$ cat src/hdl/cst_pkg.sv
// ----------------------------------------------------------------------------
// cst_pkg
// Types, token kinds, character codes and helper functions of the tokeniser.
// ----------------------------------------------------------------------------
`timescale 1ns / 1ps
`default_nettype none

package cst_pkg;

	// Scanner modes.
	typedef enum logic [3:0] {
		M_IDLE    = 4'd0,
		M_DEC     = 4'd1,
		M_ZERO    = 4'd2,
		M_HEXPFX  = 4'd3,
		M_HEX     = 4'd4,
		M_IDENT   = 4'd5,
		M_OPEQ    = 4'd6,
		M_COMMENT = 4'd7
	} mode_t;

	// Token kinds.
	localparam logic [4:0] KIND_INT     = 5'd0;
	localparam logic [4:0] KIND_IDENT   = 5'd1;
	localparam logic [4:0] KIND_PLUS    = 5'd2;
	localparam logic [4:0] KIND_MINUS   = 5'd3;
	localparam logic [4:0] KIND_STAR    = 5'd4;
	localparam logic [4:0] KIND_SLASH   = 5'd5;
	localparam logic [4:0] KIND_PERCENT = 5'd6;
	localparam logic [4:0] KIND_ASSIGN  = 5'd7;
	localparam logic [4:0] KIND_LPAREN  = 5'd8;
	localparam logic [4:0] KIND_RPAREN  = 5'd9;
	localparam logic [4:0] KIND_COMMA   = 5'd10;
	localparam logic [4:0] KIND_EQ      = 5'd11;
	localparam logic [4:0] KIND_LT      = 5'd12;
	localparam logic [4:0] KIND_LE      = 5'd13;
	localparam logic [4:0] KIND_GT      = 5'd14;
	localparam logic [4:0] KIND_GE      = 5'd15;
	localparam logic [4:0] KIND_NE      = 5'd16;
	localparam logic [4:0] KIND_KW0     = 5'd17;
	localparam logic [4:0] KIND_END     = 5'd29;
	localparam logic [4:0] KIND_ERROR   = 5'd30;

	// Character codes.
	localparam logic [7:0] CH_NL      = 8'h0A;
	localparam logic [7:0] CH_SP      = 8'h20;
	localparam logic [7:0] CH_BANG    = 8'h21;
	localparam logic [7:0] CH_HASH    = 8'h23;
	localparam logic [7:0] CH_PERCENT = 8'h25;
	localparam logic [7:0] CH_LPAREN  = 8'h28;
	localparam logic [7:0] CH_RPAREN  = 8'h29;
	localparam logic [7:0] CH_STAR    = 8'h2A;
	localparam logic [7:0] CH_PLUS    = 8'h2B;
	localparam logic [7:0] CH_COMMA   = 8'h2C;
	localparam logic [7:0] CH_MINUS   = 8'h2D;
	localparam logic [7:0] CH_SLASH   = 8'h2F;
	localparam logic [7:0] CH_ZERO    = 8'h30;
	localparam logic [7:0] CH_LT      = 8'h3C;
	localparam logic [7:0] CH_EQ      = 8'h3D;
	localparam logic [7:0] CH_GT      = 8'h3E;
	localparam logic [7:0] CH_UNDER   = 8'h5F;
	localparam logic [7:0] CH_X       = 8'h78;

	localparam int PACKED_CHARS = 8;
	localparam int NUM_KEYWORDS = 12;

	// Keyword text, first character in the low byte.
	localparam logic [63:0] KW_TEXT [NUM_KEYWORDS] = '{
		64'h0000_0000_0074_6573,  // set
		64'h0000_0074_6E69_7270,  // print
		64'h0000_0065_6C69_6877,  // while
		64'h0000_0000_0000_6F64,  // do
		64'h0000_0000_0064_6E65,  // end
		64'h0000_0000_0064_6E61,  // and
		64'h0000_0000_0000_726F,  // or
		64'h0000_0000_0000_6669,  // if
		64'h0000_0000_6E65_6874,  // then
		64'h0000_0000_6573_6C65,  // else
		64'h0000_0066_6964_6E65,  // endif
		64'h006D_6172_676F_7270   // program
	};
	localparam logic [7:0] KW_LEN [NUM_KEYWORDS] = '{
		8'd3, 8'd5, 8'd5, 8'd2, 8'd3, 8'd3, 8'd2, 8'd2, 8'd4, 8'd4, 8'd5, 8'd7
	};

	typedef struct packed {
		logic [4:0]  kind;
		logic [63:0] value;
		logic        ovf;
		logic [7:0]  len;
		logic [15:0] line;
		logic [15:0] col;
		logic        last;
	} tok_t;

	function automatic tok_t make_tok(input logic [4:0] kind, input logic [63:0] value,
			input logic ovf, input logic [7:0] len, input logic [15:0] line,
			input logic [15:0] col);
		tok_t t;
		t.kind  = kind;
		t.value = value;
		t.ovf   = ovf;
		t.len   = len;
		t.line  = line;
		t.col   = col;
		t.last  = 1'b0;
		return t;
	endfunction

	function automatic logic is_digit(input logic [7:0] c);
		return (c >= 8'h30) && (c <= 8'h39);
	endfunction

	function automatic logic is_alpha(input logic [7:0] c);
		return ((c >= 8'h61) && (c <= 8'h7A)) || ((c >= 8'h41) && (c <= 8'h5A));
	endfunction

	function automatic logic [7:0] to_lower(input logic [7:0] c);
		return ((c >= 8'h41) && (c <= 8'h5A)) ? (c | 8'h20) : c;
	endfunction

	// Returns {valid, nibble}.
	function automatic logic [4:0] hex_nibble(input logic [7:0] c);
		logic [4:0] r;
		r = 5'd0;
		if (is_digit(c))
			r = {1'b1, c[3:0]};
		else if (((c >= 8'h61) && (c <= 8'h66)) || ((c >= 8'h41) && (c <= 8'h46)))
			r = {1'b1, c[3:0] + 4'd9};
		return r;
	endfunction

	// Kind of a single-character operator; KIND_INT when c is none.
	function automatic logic [4:0] single_op_kind(input logic [7:0] c);
		logic [4:0] k;
		case (c)
			CH_PLUS:    k = KIND_PLUS;
			CH_MINUS:   k = KIND_MINUS;
			CH_STAR:    k = KIND_STAR;
			CH_SLASH:   k = KIND_SLASH;
			CH_PERCENT: k = KIND_PERCENT;
			CH_LPAREN:  k = KIND_LPAREN;
			CH_RPAREN:  k = KIND_RPAREN;
			CH_COMMA:   k = KIND_COMMA;
			default:    k = KIND_INT;
		endcase
		return k;
	endfunction

	// An identifier longer than the packed text can never match, as no
	// keyword is that long.
	function automatic logic [4:0] keyword_kind(input logic [63:0] text,
			input logic [7:0] len);
		logic [4:0] k;
		k = KIND_IDENT;
		for (int i = 0; i < NUM_KEYWORDS; i++) begin
			if ((len == KW_LEN[i]) && (text == KW_TEXT[i]))
				k = KIND_KW0 + 5'(i);
		end
		return k;
	endfunction

endpackage

`default_nettype wire

$ cat src/hdl/char_stream_tokenizer_core.sv
// ----------------------------------------------------------------------------
// char_stream_tokenizer_core
// Streaming lexical analyser taking one character per transfer.
// ----------------------------------------------------------------------------
// Usage:
// The char channel (char_valid/char_ready) carries one character, or an
// end-of-input mark, per transfer. The token channel (token_valid/token_ready)
// carries one token per transfer; last marks the final token caused by a
// given character. A character yields zero, one or two tokens.
// A character's tokens are registered into the output queue at its transfer.
// Throughput: one character per cycle while char_ready is high. The scanner
// state is registered at each transfer and its tokens go into a four-entry
// output queue; char_ready is high while the queue holds two entries or
// fewer, so a stalled receiver backs the input up once three tokens are
// waiting.
// Reset clears the scanner to idle at line 1, column 0, and empties the
// queue. End of input flushes any pending token, emits an end token and
// returns to idle, keeping line and column.
// ----------------------------------------------------------------------------
`timescale 1ns / 1ps
`default_nettype none

module char_stream_tokenizer_core
	import cst_pkg::*;
(
	input  wire logic        clk,
	input  wire logic        arst_n,
	input  wire logic        char_valid,
	output logic             char_ready,
	input  wire logic [7:0]  char_code,
	input  wire logic        end_of_input,
	output logic             token_valid,
	input  wire logic        token_ready,
	output logic [4:0]       token_kind,
	output logic [63:0]      token_value,
	output logic             value_overflow,
	output logic [7:0]       text_length,
	output logic [15:0]      line_number,
	output logic [15:0]      column_number,
	output logic             last
);

	// Scanner state.
	mode_t       mode_q, mode_d;
	logic [63:0] acc_q, acc_d;
	logic [7:0]  len_q, len_d;
	logic        ovf_q, ovf_d;
	logic [15:0] line_q, line_d;
	logic [15:0] col_q, col_d;
	logic [15:0] tsc_q, tsc_d;

	// Output queue.
	tok_t        fifo_q [4];
	logic [1:0]  wr_q;
	logic [1:0]  rd_q;
	logic [2:0]  cnt_q;

	logic        accept;
	logic        pop;
	logic [1:0]  n_tok;
	logic [1:0]  n_push;
	tok_t        head;
	tok_t        w0, w1;

	logic        flush_v;
	tok_t        flush_tok;
	logic        tok_a_v, tok_b_v;
	tok_t        tok_a, tok_b;
	logic        do_flush, do_idle;

	logic        c_digit, c_alpha;
	logic [7:0]  c_lower;
	logic [4:0]  c_hex;
	logic [4:0]  c_op;
	logic [67:0] dec_prod;
	logic [15:0] col_inc, line_inc;
	logic [7:0]  len_inc;

	assign c_digit  = is_digit(char_code);
	assign c_alpha  = is_alpha(char_code);
	assign c_lower  = to_lower(char_code);
	assign c_hex    = hex_nibble(char_code);
	assign c_op     = single_op_kind(char_code);
	assign dec_prod = {1'b0, acc_q, 3'b000} + {3'b000, acc_q, 1'b0} + {64'd0, char_code[3:0]};
	assign col_inc  = (col_q == 16'hFFFF) ? col_q : col_q + 16'd1;
	assign line_inc = (line_q == 16'hFFFF) ? line_q : line_q + 16'd1;
	assign len_inc  = (len_q == 8'hFF) ? len_q : len_q + 8'd1;

	// Token left pending by the current mode.
	always_comb begin
		flush_v   = 1'b1;
		flush_tok = make_tok(KIND_INT, acc_q, ovf_q, len_q, line_q, tsc_q);
		case (mode_q)
			M_DEC, M_ZERO, M_HEX: begin
			end
			M_HEXPFX: flush_tok = make_tok(KIND_ERROR, 64'(CH_X), 1'b0, 8'd2, line_q, tsc_q);
			M_IDENT: flush_tok.kind = keyword_kind(acc_q, len_q);
			M_OPEQ: begin
				if (acc_q == 64'(CH_EQ))
					flush_tok = make_tok(KIND_ASSIGN, 64'd0, 1'b0, 8'd1, line_q, tsc_q);
				else if (acc_q == 64'(CH_LT))
					flush_tok = make_tok(KIND_LT, 64'd0, 1'b0, 8'd1, line_q, tsc_q);
				else if (acc_q == 64'(CH_GT))
					flush_tok = make_tok(KIND_GT, 64'd0, 1'b0, 8'd1, line_q, tsc_q);
				else
					flush_tok = make_tok(KIND_ERROR, 64'(CH_BANG), 1'b0, 8'd1, line_q, tsc_q);
			end
			default: flush_v = 1'b0;
		endcase
	end

	// Next state and tokens for the offered character.
	always_comb begin
		mode_d   = mode_q;
		acc_d    = acc_q;
		len_d    = len_q;
		ovf_d    = ovf_q;
		line_d   = line_q;
		col_d    = col_q;
		tsc_d    = tsc_q;
		tok_a_v  = 1'b0;
		tok_a    = flush_tok;
		tok_b_v  = 1'b0;
		tok_b    = make_tok(KIND_END, 64'd0, 1'b0, 8'd0, line_q, col_q);
		do_flush = 1'b0;
		do_idle  = 1'b0;

		if (end_of_input) begin
			do_flush = 1'b1;
			tok_b_v  = 1'b1;
		end else begin
			case (mode_q)
				M_DEC: begin
					if (c_digit) begin
						if (dec_prod[67:64] != 4'd0) begin
							acc_d = '1;
							ovf_d = 1'b1;
						end else begin
							acc_d = dec_prod[63:0];
						end
						len_d = len_inc;
						col_d = col_inc;
					end else begin
						do_flush = 1'b1;
						do_idle  = 1'b1;
					end
				end
				M_ZERO: begin
					if (char_code == CH_X) begin
						mode_d = M_HEXPFX;
						len_d  = len_inc;
						col_d  = col_inc;
					end else begin
						do_flush = 1'b1;
						do_idle  = 1'b1;
					end
				end
				M_HEXPFX, M_HEX: begin
					if (c_hex[4]) begin
						if (acc_q[63:60] != 4'd0) begin
							acc_d = '1;
							ovf_d = 1'b1;
						end else begin
							acc_d = {acc_q[59:0], c_hex[3:0]};
						end
						mode_d = M_HEX;
						len_d  = len_inc;
						col_d  = col_inc;
					end else begin
						do_flush = 1'b1;
						do_idle  = 1'b1;
					end
				end
				M_IDENT: begin
					if (c_alpha || c_digit || (char_code == CH_UNDER)) begin
						if (len_q < 8'(PACKED_CHARS)) begin
							for (int i = 0; i < PACKED_CHARS; i++) begin
								if (len_q == 8'(i))
									acc_d[8*i +: 8] = c_lower;
							end
						end else begin
							ovf_d = 1'b1;
						end
						len_d = len_inc;
						col_d = col_inc;
					end else begin
						do_flush = 1'b1;
						do_idle  = 1'b1;
					end
				end
				M_OPEQ: begin
					if (char_code == CH_EQ) begin
						tok_a_v = 1'b1;
						tok_a   = make_tok(KIND_NE, 64'd0, 1'b0, 8'd2, line_q, tsc_q);
						if (acc_q == 64'(CH_EQ))
							tok_a.kind = KIND_EQ;
						else if (acc_q == 64'(CH_LT))
							tok_a.kind = KIND_LE;
						else if (acc_q == 64'(CH_GT))
							tok_a.kind = KIND_GE;
						mode_d = M_IDLE;
						acc_d  = 64'd0;
						len_d  = 8'd0;
						col_d  = col_inc;
					end else begin
						do_flush = 1'b1;
						do_idle  = 1'b1;
					end
				end
				M_COMMENT: begin
					if (char_code == CH_NL)
						do_idle = 1'b1;
					else
						col_d = col_inc;
				end
				default: do_idle = 1'b1;
			endcase
		end

		if (do_flush) begin
			tok_a_v = flush_v;
			tok_a   = flush_tok;
			mode_d  = M_IDLE;
			acc_d   = 64'd0;
			len_d   = 8'd0;
			ovf_d   = 1'b0;
		end

		// Scan the character afresh with no token pending.
		if (do_idle) begin
			mode_d = M_IDLE;
			if (char_code == CH_NL) begin
				line_d = line_inc;
				col_d  = 16'd0;
			end else begin
				col_d = col_inc;
				if (char_code == CH_HASH) begin
					mode_d = M_COMMENT;
				end else if (c_digit || c_alpha ||
						(char_code == CH_EQ) || (char_code == CH_LT) ||
						(char_code == CH_GT) || (char_code == CH_BANG)) begin
					len_d = 8'd1;
					ovf_d = 1'b0;
					tsc_d = col_q;
					if (char_code == CH_ZERO) begin
						mode_d = M_ZERO;
						acc_d  = 64'd0;
					end else if (c_digit) begin
						mode_d = M_DEC;
						acc_d  = {60'd0, char_code[3:0]};
					end else if (c_alpha) begin
						mode_d = M_IDENT;
						acc_d  = {56'd0, c_lower};
					end else begin
						mode_d = M_OPEQ;
						acc_d  = {56'd0, char_code};
					end
				end else if (c_op != KIND_INT) begin
					tok_b_v = 1'b1;
					tok_b   = make_tok(c_op, 64'd0, 1'b0, 8'd1, line_q, col_q);
				end else if (char_code != CH_SP) begin
					tok_b_v = 1'b1;
					tok_b   = make_tok(KIND_ERROR, {56'd0, char_code}, 1'b0, 8'd1,
						line_q, col_q);
				end
			end
		end
	end

	// Queue write ordering: the flushed or two-character token first.
	always_comb begin
		n_tok   = {1'b0, tok_a_v} + {1'b0, tok_b_v};
		w0      = tok_a_v ? tok_a : tok_b;
		w0.last = !(tok_a_v && tok_b_v);
		w1      = tok_b;
		w1.last = 1'b1;
	end

	assign char_ready  = (cnt_q <= 3'd2);
	assign accept      = char_valid && char_ready;
	assign n_push      = accept ? n_tok : 2'd0;
	assign token_valid = (cnt_q != 3'd0);
	assign pop         = token_valid && token_ready;

	always_ff @(posedge clk or negedge arst_n) begin
		if (!arst_n) begin
			mode_q <= M_IDLE;
			acc_q  <= 64'd0;
			len_q  <= 8'd0;
			ovf_q  <= 1'b0;
			line_q <= 16'd1;
			col_q  <= 16'd0;
			tsc_q  <= 16'd0;
		end else if (accept) begin
			mode_q <= mode_d;
			acc_q  <= acc_d;
			len_q  <= len_d;
			ovf_q  <= ovf_d;
			line_q <= line_d;
			col_q  <= col_d;
			tsc_q  <= tsc_d;
		end
	end

	always_ff @(posedge clk or negedge arst_n) begin
		if (!arst_n) begin
			wr_q  <= 2'd0;
			rd_q  <= 2'd0;
			cnt_q <= 3'd0;
		end else begin
			wr_q  <= wr_q + n_push;
			rd_q  <= rd_q + {1'b0, pop};
			cnt_q <= cnt_q + {1'b0, n_push} - {2'b00, pop};
		end
	end

	// Pushes only happen with at most two entries held, so neither write
	// slot can be the head that is on offer.
	always_ff @(posedge clk) begin
		if (n_push != 2'd0)
			fifo_q[wr_q] <= w0;
		if (n_push == 2'd2)
			fifo_q[wr_q + 2'd1] <= w1;
	end

	assign head           = fifo_q[rd_q];
	assign token_kind     = head.kind;
	assign token_value    = head.value;
	assign value_overflow = head.ovf;
	assign text_length    = head.len;
	assign line_number    = head.line;
	assign column_number  = head.col;
	assign last           = head.last;

endmodule

`default_nettype wire

$ cat config.mk
export PLATFORM = sky130hd
export DESIGN_NAME = char_stream_tokenizer_core
export DESIGN_NICKNAME = d
export VERILOG_FILES = /design/src/hdl/cst_pkg.sv /design/src/hdl/char_stream_tokenizer_core.sv
export SDC_FILE = /design/constraint.sdc
export NUM_CORES = 2
export LEC_CHECK = 0
export BUFFER_PORTS_ARGS = -buffer_cell sky130_fd_sc_hd__buf_2
export CORE_UTILIZATION = 45
export CTS_CLUSTER_DIAMETER = 40
export DETAILED_ROUTE_END_ITERATION = 7
export GPL_TIMING_DRIVEN = 0
export SLEW_MARGIN = 30
export SYNTH_ARGS = -nofsm -noshare
export SYNTH_HDL_FRONTEND = slang
export SYNTH_SLANG_ARGS = --single-unit
$ cat constraint.sdc
create_clock -name clk -period 15.25 [get_ports clk]
set_input_delay 2.2875 -clock clk [delete_from_list [all_inputs] [get_ports clk]]
set_output_delay 2.2875 -clock clk [all_outputs]
set_load 0.03 [all_outputs]
== Word-level counts from Yosys, hierarchy flattened ==
Memory sizes are Yosys's and may differ from the RTL's.
Index checks and enable logic that the tools add are counted.
W data, S select, Z words.

* Bitwise gates (word level): 3
* Reduce and logical (&&, ||, !) cells: 43
* Magnitude comparators: 10
* Add/subtract/negate cells: 12
* Multiplexer cells: 137
* Equality and inequality tests: 62

{| class="wikitable"
|+ Operators with widths
! operator !! count
|-
| $mux W111 || 13
|-
| $mux W64 || 13
|-
| $pmux W64 S4 || 1
|-
| $pmux W106 S2 || 1
|-
| $eq A64 B15 Y1 const B || 3
|-
| $eq A64 B23 Y1 const B || 3
|-
| $eq A64 B39 Y1 const B || 3
|-
| $eq A64 B6 Y1 const B || 3
|-
| $mux W8 || 22
|-
| $mux W16 || 10
|-
| $eq A64 B31 Y1 const B || 2
|-
| $eq A8 B6 Y1 const B || 14
|-
| $mux W108 || 1
|-
| $pmux W16 S6 || 1
|-
| $mux W5 || 17
|-
| $add A67 B65 Y68 || 1
|-
| $add A68 B4 Y68 || 1
|-
| $eq A64 B55 Y1 const B || 1
|-
| $pmux W8 S5 || 1
|-
| $mux W1 || 36
|-
| $add A16 B1 Y16 const B || 2
|-
| $eq A16 B16 Y1 const B || 2
|-
| $eq A8 B3 Y1 const B || 4
|-
| $le A8 B7 Y1 const B || 4
|-
| other kinds (53) || 108
|}

* Output and inout bits: 113
* Register bits after elaboration: 132
* Input bits: 13
* Memories kept: 1
* Logic and storage cells: 278
* Memory bits (writable): 444

{| class="wikitable"
|+ Memory list
! memory !! depth !! bits a word !! rd ports !! clocked after memory_dff !! wr ports !! line !! RTL
|-
| fifo_q || 4 || 111 || 1 || 0 || 2 || char_stream_tokenizer_core.sv:53 || <nowiki>tok_t fifo_q [4];</nowiki>
|}

== Depth between registers and ports, before layout ==
* Word-level depth: 20
* Mapped depth: 24
* Gate-level depth less buffers: 19

== Worst setup path after synthesis ==
OpenSTA, ideal clock, no wires.

* Path kind: input port to flip-flop
* Start: input char_code[1]
* End: memory fifo_q[2][106] in the netlist's numbering, enable pin
* Stages: 21
* Buffers on the path: 6
* Data required time: 14.825 ns
* Library setup time: 0.425 ns
* Path slack: 7.298 ns
* Arrival: 7.527 ns
* Cells stage by stage: clkbuf_1 > inv_1 > ha_1 > buf_2 > inv_1 > o311ai_2 > o21a_1 > and2_1 > nand2_1 > o221a_2 > buf_2 > nor2_4 > inv_2 > buf_1 > ha_1 > o21ai_1 > or2_2 > clkbuf_1 > and2_1 > inv_1 > clkbuf_1

{| class="wikitable"
|+ RTL lines
! what !! line !! RTL
|-
| start: declaration || char_stream_tokenizer_core.sv:30 || <nowiki>input wire logic [7:0] char_code,</nowiki>
|-
| end: declaration || char_stream_tokenizer_core.sv:53 ||
|}

==> run summary <==
status - finished clean
largest family of logic cells by synthesized area - compound AO/OA/AOI/OAI gates
DRC violations left - 0
grt ovf - 0
Vias - 29300
power density over the cells - 179 nW/µm²
EDFF count, synth - 184
Worst-Margin Slew - 1.14 ns
RSZ-0062 raised after global routing - false
Max Fanout on Critical Path - 10
Post-CTS Hold Fix Bufs - 0
end of the critical path - fifo_q[1][68]
P_sw - 2930 µW
Port Buffer Count - 123
antenna-violating nets left - 0
Inserted Diodes - 0
reg-to-reg endpoint - acc_q[63]
CTS tree - yes
Gates resized, CTS repair - 0
Gate power share - 0.425
R2R Path Start - acc_q[0]
Post-synth ARST share - 0.228
Final Hold Vio Count - 0
initial antenna violation count - 4
starting DRC count in detailed routing - 3160
Synth Area in Simple Gates - 0.131
clk_lat worst skew - 0.64 ns
pre-CTS WS - 5.84 ns
layout cells sized above 1 - 0.138
commonest non-fill, non-tap cells in the layout - 325 x a22o_1, 260 x dfxtp_1, 242 x nor2_1
Final min period - 9.08 ns
leading cell type in the layout, fill and taps excluded - a22o_1
htree depth - 3
internal power - 3860 µW
synth unique cells - 93
synthesized instance count - 3280
Die H - 273 µm
Seq pwr share - 0.293
Relative slew margins - 0.239
Synth Area in Compound Gates - 0.234
Initial Util - 0.459
Vias/cell - 6.50
CP required - 15.82 ns
Layout Nets - 3653
post-CTS setup buffers - 0
CTS Buf Count - 77
upper clock frequency limit - 110 MHz
syn nets - 3440
Worst Hold Depth - 1
Clk pwr share - 0.282
crit path DAT - 9.65 ns
crit end category - flop
DRT Pass-1 Iters - 7
GRT Util Overall - 0.319
P_leak - 0.0147 µW
Worst Reg2Reg Path Length in Cells - 13
warnings from Yosys - 0
# Max-Cap Violations - 0
Post-Synth Adder-Cell Area - 0.0564
Yosys reg bits - 575
clock tree buffer depth - 3
clk_skew - 0.0395 ns
GPL Wtd Cong - 0.994
CP Launch Type - input port
Sw Share - 0.431
WL/cell - 26.8 µm
Post-synth top flop - dfxtp_1
vias in the first global route - 28800
Std-Cell Rows - 98
setup slack, reg-to-reg - 8.85 ns
endpoints failing setup - 0
total wire length - 121000 µm
Clock Sinks - 575
Max IR drop VDD - 0.145 mV
Post-Synth XOR/XNOR Area - 0.0215
Slew Limit Fails - 0
post-route cell area - 37800 µm²
Post-DP HPWL - 89200 µm
Total Die Area - 74400 µm²
period utilization - 0.596
Tot Pwr - 6790 µW
Post-Synthesis Cell Area - 33000 µm²
Post-DP Area - 35100 µm²
P&R area growth vs syn - 14.7%
Worst setup startpoint - char_code[1]
Clk pin slew, worst setup/hold paths - 0.06 ns
Hold Slack - 0.475 ns
mux contribution to synthesized area - 0.0919
Boundary Pins - 126
post-layout worst setup margin - 6.17 ns
Avg Synthesized Cell Area - 10.1 µm²
first-pass GRT wire length - 181000 µm
crit path kind - input port to flop
Core Area - 72000 µm²
post-synthesis sequential area ratio - 0.424
Hold Path Class - flop to flop
setup TNS - 0 ns
largest net degree at the start of global routing - 73
chip width - 273 µm
Root Driver - clkbuf_16
Filler cells - 6403
==> stage by stage <==
stage,instances,utilization
2_1_floorplan,3280,-
3_3_place_gp,4353,0.484
3_5_place_dp,4363,0.487
4_1_cts,4505,0.525
5_1_grt,4506,0.526
6_report,4506,0.526
==> synth_stat cells (50+ instances only) <==
cell type | count | area [µm²]
o21ai_0 | 189 | 946
nand2_1 | 188 | 706
and2_1 | 86 | 538
clkbuf_1 | 246 | 923
mux4_2 | 111 | 2500
dfxtp_1 | 260 | 5200
a21oi_1 | 199 | 996
a22o_1 | 325 | 2850
dfrtp_1 | 130 | 3250
nor3_1 | 98 | 490
nor2_1 | 246 | 923
o22ai_1 | 58 | 363
inv_1 | 57 | 214
xnor2_1 | 50 | 438
ha_1 | 144 | 1800
edfxtp_1 | 184 | 5530
==> per-layer routing <==
layer | GRT usage | share of wire
met4 | 0.154 | 0.050
met2 | 0.511 | 0.46
met1 | 0.423 | 0.41
met5 | 0 | 0.00038
met3 | 0.0492 | 0.077
==> power by group through the flow <==
stage	combinational [µW]	clock [µW]	sequential, µW
2_1_floorplan	1890	0	1940
3_3_place_gp	2780	0	2010
3_5_place_dp	2830	0	2010
4_1_cts	2840	1930	1980
5_1_grt	3060	1990	2010
6_report	2890	1910	1990
==> worst min-delay path by stage <==
stage	startpoint	to	slack [ns]
5_1_grt	fifo_q[3][73]	fifo_q[3][73]	0.49
2_1_floorplan	fifo_q[3][0]	fifo_q[3][0]	0.43
3_5_place_dp	fifo_q[1][101]	fifo_q[1][101]	0.46
6_report	fifo_q[1][53]	fifo_q[1][53]	0.47
4_1_cts	fifo_q[3][99]	fifo_q[3][99]	0.48
3_3_place_gp	fifo_q[3][0]	fifo_q[3][0]	0.44
==> flip-flops by register name (all words and copies together), names as in the netlist <==
register,flops
acc_q,64
cnt_q,3
col_q,16
fifo_q,444
len_q,8
line_q,16
mode_q,3
ovf_q,1
rd_q,2
tsc_q,16
wr_q,2
==> critical path: stages <==
cell      delay, ns
buf_2          0.21
clkbuf_1       0.75
inv_1          0.42
ha_1           0.31
buf_2          0.18
nor4b_2        0.26
a21oi_1        0.12
o21ai_1        0.17
buf_2          0.32
nand3_1        0.27
nor2_1         0.21
o221a_2        0.21
buf_2          0.23
nor2_4         0.11
inv_2          0.19
buf_1          0.35
ha_1           0.37
o21ai_1        0.41
or2_2          0.19
clkbuf_1       0.32
and2_1         0.20
clkbuf_2       0.47
clkbuf_1       0.77
a22o_1         0.27
==> cell families after synthesis <==
family                   Yosys count
AO/OA/AOI/OAI                   1094
XOR/XNOR                          81
adder cells (fa/ha/maj)          147
AND/OR/NAND/NOR                  871
flip-flops                       575
buffers and inverters            350
multiplexers                     162
==> final cells by class <==
type / count / area, µm² / share of cell area
multi-input combinational: 2355 / 17700 / 0.468
timing repair buffer: 134 / 797 / 0.0211
sequential: 575 / 14000 / 0.370
tap: 950 / 1190 / 0.0314
buffer: 292 / 1170 / 0.0308
inverter: 58 / 218 / 0.00575
clock buffer: 91 / 2090 / 0.0553
clock inverter: 51 / 669 / 0.0177
Power figures use the tool's default switching activity.
